`src/rtl/cpbf_dist.sv`:
```
`timescale 1ns / 1ps

module cpbf_dist #(
    parameter int COORD_BITS = 16,
    parameter int IDX_W      = 8
) (
    input  logic                    i_clk,
    input  logic                    i_rst_n,
    input  logic                    i_valid,
    input  logic [2*COORD_BITS-1:0] i_pa,
    input  logic [2*COORD_BITS-1:0] i_pb,
    input  logic [IDX_W-1:0]        i_ia,
    input  logic [IDX_W-1:0]        i_ib,
    output logic                    o_valid,
    output logic                    o_busy,
    output logic [2*COORD_BITS+1:0] o_dist,
    output logic [IDX_W-1:0]        o_ia,
    output logic [IDX_W-1:0]        o_ib
);

    localparam int CB = COORD_BITS;
    localparam int SW = 2 * CB + 1;
    localparam int DW = 2 * CB + 2;

    logic [CB-1:0]        ax, ay, bx, by;
    logic signed [CB:0]   dx, dy;
    logic signed [CB:0]   r_dx, r_dy;
    logic signed [DW-1:0] sqx, sqy;
    logic [SW-1:0]        r_sqx, r_sqy;
    logic [DW-1:0]        r_sum;
    logic                 r_v1, r_v2, r_v3;
    logic [IDX_W-1:0]     r_ia1, r_ib1, r_ia2, r_ib2, r_ia3, r_ib3;

    assign ax = i_pa[CB-1:0];
    assign ay = i_pa[2*CB-1:CB];
    assign bx = i_pb[CB-1:0];
    assign by = i_pb[2*CB-1:CB];

    assign dx  = $signed({ax[CB-1], ax}) - $signed({bx[CB-1], bx});
    assign dy  = $signed({ay[CB-1], ay}) - $signed({by[CB-1], by});
    assign sqx = r_dx * r_dx;
    assign sqy = r_dy * r_dy;

    always_ff @(posedge i_clk) begin
        if (!i_rst_n) begin
            r_v1 <= 1'b0;
            r_v2 <= 1'b0;
            r_v3 <= 1'b0;
        end else begin
            r_v1 <= i_valid;
            r_v2 <= r_v1;
            r_v3 <= r_v2;
        end
    end

    // difference, square, sum
    always_ff @(posedge i_clk) begin
        r_dx  <= dx;
        r_dy  <= dy;
        r_ia1 <= i_ia;
        r_ib1 <= i_ib;
        r_sqx <= sqx[SW-1:0];
        r_sqy <= sqy[SW-1:0];
        r_ia2 <= r_ia1;
        r_ib2 <= r_ib1;
        r_sum <= {1'b0, r_sqx} + {1'b0, r_sqy};
        r_ia3 <= r_ia2;
        r_ib3 <= r_ib2;
    end

    assign o_valid = r_v3;
    assign o_busy  = r_v1 | r_v2 | r_v3;
    assign o_dist  = r_sum;
    assign o_ia    = r_ia3;
    assign o_ib    = r_ib3;

endmodule

```
`config.mk`:
```
export PLATFORM = sky130hd
export DESIGN_NAME = cpbf_dist
export DESIGN_NICKNAME = d
export VERILOG_FILES = /design/src/rtl/cpbf_dist.sv
export SDC_FILE = /design/constraint.sdc
export NUM_CORES = 2
export LEC_CHECK = 0
export CORE_ASPECT_RATIO = 1.4
export CORE_UTILIZATION = 30
export DETAILED_ROUTE_END_ITERATION = 12
export DONT_BUFFER_PORTS = 1
export GPL_ROUTABILITY_DRIVEN = 0
export PLACE_DENSITY = 0.44
export SYNTH_ARGS = -nofsm -noshare
export SYNTH_HDL_FRONTEND = slang
export SYNTH_SLANG_ARGS = --single-unit
```
`constraint.sdc`:
```
create_clock -name i_clk -period 19.4 [get_ports i_clk]
set_input_delay 0.97 -clock i_clk [delete_from_list [all_inputs] [get_ports i_clk]]
set_output_delay 0.97 -clock i_clk [all_outputs]
set_load 0.01 [all_outputs]
```
==> flow_summary.yaml <==
min_path:
  holdCritPathClass: "flop to flop"
  holdPathEnd: "r_ia2[0]"
  hp-start: "r_ia1[0]"
  min_path_cells: 0
floorplan:
  boundaryPins: 135
  dieArea_mm2: 0.0865
  die_h_um: 348
  die_w_um: 249
  start_util_pct: 30.3
  rows: 126
  core_area_mm2: 0.0843
route:
  ant_nets: 0
  first_pass_iters: 6
  via_per_inst: 4.37
  routed_wl_mm: 59.8
  vias: 16400
  wire_per_inst_um: 16.0
  drc_errors: 0
  drt_iter0_drc: 536
global_route:
  grt_pass1_vias: 18500
  grt_max_degree: 33
  top_usage_layer: "met2"
  met2_usage_pct: 28.1
  grt_usage_pct: 14.7
  grtUsageMet1_pct: 16.3
  grt_pass1_wl_mm: 98.5
  antenna_found_initial: 0
  grt.overflow.total: 0
  use_met3_pct: 1.92
critical_path:
  r2r-end: "r_sqx[27]"
  cp_data_arrival_time_ps: 7230
  rr_startpoint: "r_dx[15]"
  cp_data_required_time_ps: 19820
  cp-start-kind: "flop"
  path_class: "flop to flop"
  critPathLaunch: "r_dx[15]"
  cp-end-kind: "flop"
  reg2reg_depth: 22
  path_max_fanout: 16
  reg2reg_slack_ps: 12580
finish:
  areaGrowthSynthToFinish_pct: 7.33
  post_route_cells_drive_above_1_share_pct: 2.71
  final_common_cell: "inv_1"
  finalNetCount: 3485
  mostFrequentLayoutCells: "inv_1 (757), fa_1 (523), ha_1 (240), dfxtp_1 (183), nand2_1 (182)"
sta:
  finClkSkew_ps: 17.2
  finalSetupViolCount: 0
  rsz0062_at_grt: "no"
  min_period_ps: 6820
  worst_pin_slew_ps: 994
  drv_slew: 0
  hold_viol_final: 0
  fmaxAchievable_mhz: 147
  setup_tns_ps: 0
  period_share_pct: 35.1
  relSlewSlack_pct: 33.7
synth:
  synth.cell_area_mm2: 0.0256
  postSynthNetCount: 3502
  yosysSeqAreaShare_pct: 14.3
  syn-mean-instance-area_um2: 9.63
  syn-instance-count: 2656
  synth_edf_count: 0
  synth-seq-cells: 183
  synth_cell_types: 63
  async_flop_share_pct: 0
  synthFlopType: "dfxtp_1"
  yosysWarnings: 0
clocking:
  root_buffer: "clkbuf_16"
  clock_path_buffers: 2
  post-cts-setup-buffer-count: 0
  cts-buffers-inserted: 17
  cts_tree: "done"
  clkLatencyLatePin_ps: 500
  cts_hold_buf: 0
  clkSinkCount: 183
  htree_levels: 4
  cts_resized: 0
  clkTransAtPathRegs_ps: 80
placed_design:
  dp_hpwl_mm: 51.6
  port_buffers: 0
outcome:
  status: "finished clean"
run:
  cap_violations: 0
cells by family after synthesis:
group / count (synthesis) / synth area share (%)
xor+xnor: 138 / 4.72
compound gates: 242 / 6.66
simple gates: 523 / 9.73
fa+ha+maj: 763 / 52.7
buf+inv: 804 / 11.8
flops: 183 / 14.3
mux: 3 / 0.127
synth_stat cells (4+ instances only):
cell type / instances / area, µm²
fa_1: 523 / 10500
a31o_2: 7 / 61.3
nor3_1: 17 / 85.1
inv_1: 757 / 2840
ha_1: 240 / 3000
nor2_1: 113 / 424
o211ai_1: 5 / 37.5
a21oi_1: 68 / 340
xor2_1: 29 / 254
and3_1: 13 / 81.3
and2_1: 105 / 657
o21ai_1: 15 / 75.1
dfxtp_1: 183 / 3660
a211oi_1: 10 / 75.1
nand2_1: 182 / 683
o31ai_1: 4 / 30.0
nor2b_1: 34 / 213
a31oi_1: 7 / 43.8
or3_1: 9 / 56.3
or2_2: 6 / 37.5
xnor2_1: 109 / 955
a21o_1: 38 / 285
o21bai_1: 9 / 67.6
o21a_1: 17 / 128
clkbuf_1: 47 / 176
o21ai_0: 21 / 105
nand3_1: 21 / 105
nand2b_1: 17 / 106
layer usage:
metal / share of wire (%) / routed length, µm
met1: 39 / 23500
met5: 0 / 0
met4: 3.1 / 1840
met3: 2.1 / 1250
met2: 56 / 33300
through the flow:
stage	instances	hold WS [ps]	cell area (µm²)	setup slack, ps	util (%)
after global placement	3708	310	26900	12580	31.8
after floorplan	2656	310	25600	13290	-
after global routing	3740	332	27500	12080	32.6
final	3741	328	27500	12580	32.6
after detailed placement	3708	312	26900	12500	31.8
after CTS	3740	331	27500	12450	32.6
state kept, by name (all words and copies together), names as in the netlist:
name     cells
r_dy        17
o_dist      34
r_sqx       32
r_ib2        8
r_sqy       32
r_ia1        8
o_ia         8
r_ia2        8
o_valid      1
o_ib         8
r_v2         1
r_v1         1
r_dx        17
r_ib1        8
how the worst max path moves through the flow:
stage / to / slack, ps / depth (start not counted)
after floorplan: r_sqx[32] / 13290 / 21
after global placement: r_sqx[27] / 12580 / 20
after detailed placement: r_sqx[27] / 12500 / 22
after CTS: r_sqx[27] / 12450 / 22
after global routing: r_sqx[27] / 12080 / 22
final: r_sqx[27] / 12580 / 22
worst max-delay path: stages (launching register included):
cell and delay (ps):
dfxtp_1 770, inv_1 290, nor2_1 300, fa_1 470, inv_1 90, fa_1 400
inv_1 90, fa_1 430, fa_1 460, fa_1 490, inv_1 50, fa_1 480
inv_1 50, ha_1 340, a21o_1 170, a21oi_1 180, o211ai_1 180, o311ai_1 760
nor2_1 90, nor2_1 230, o21ai_1 100, a21oi_1 170, xnor2_1 140
area by class of cell:
class                   count  area [µm²]
repair buffers             11        82.6
multi-input cells        1669       18900
inverters                 757        2840
flip-flops and latches    183        3660
clock inverters            15         180
clock buffers              17         425
well taps                1088        1360
diodes                      1        2.50
fillers                  8734       56900
Power is not shown: default switching activity piles up to over one toggle a cycle in this logic, so the estimate is an artifact.
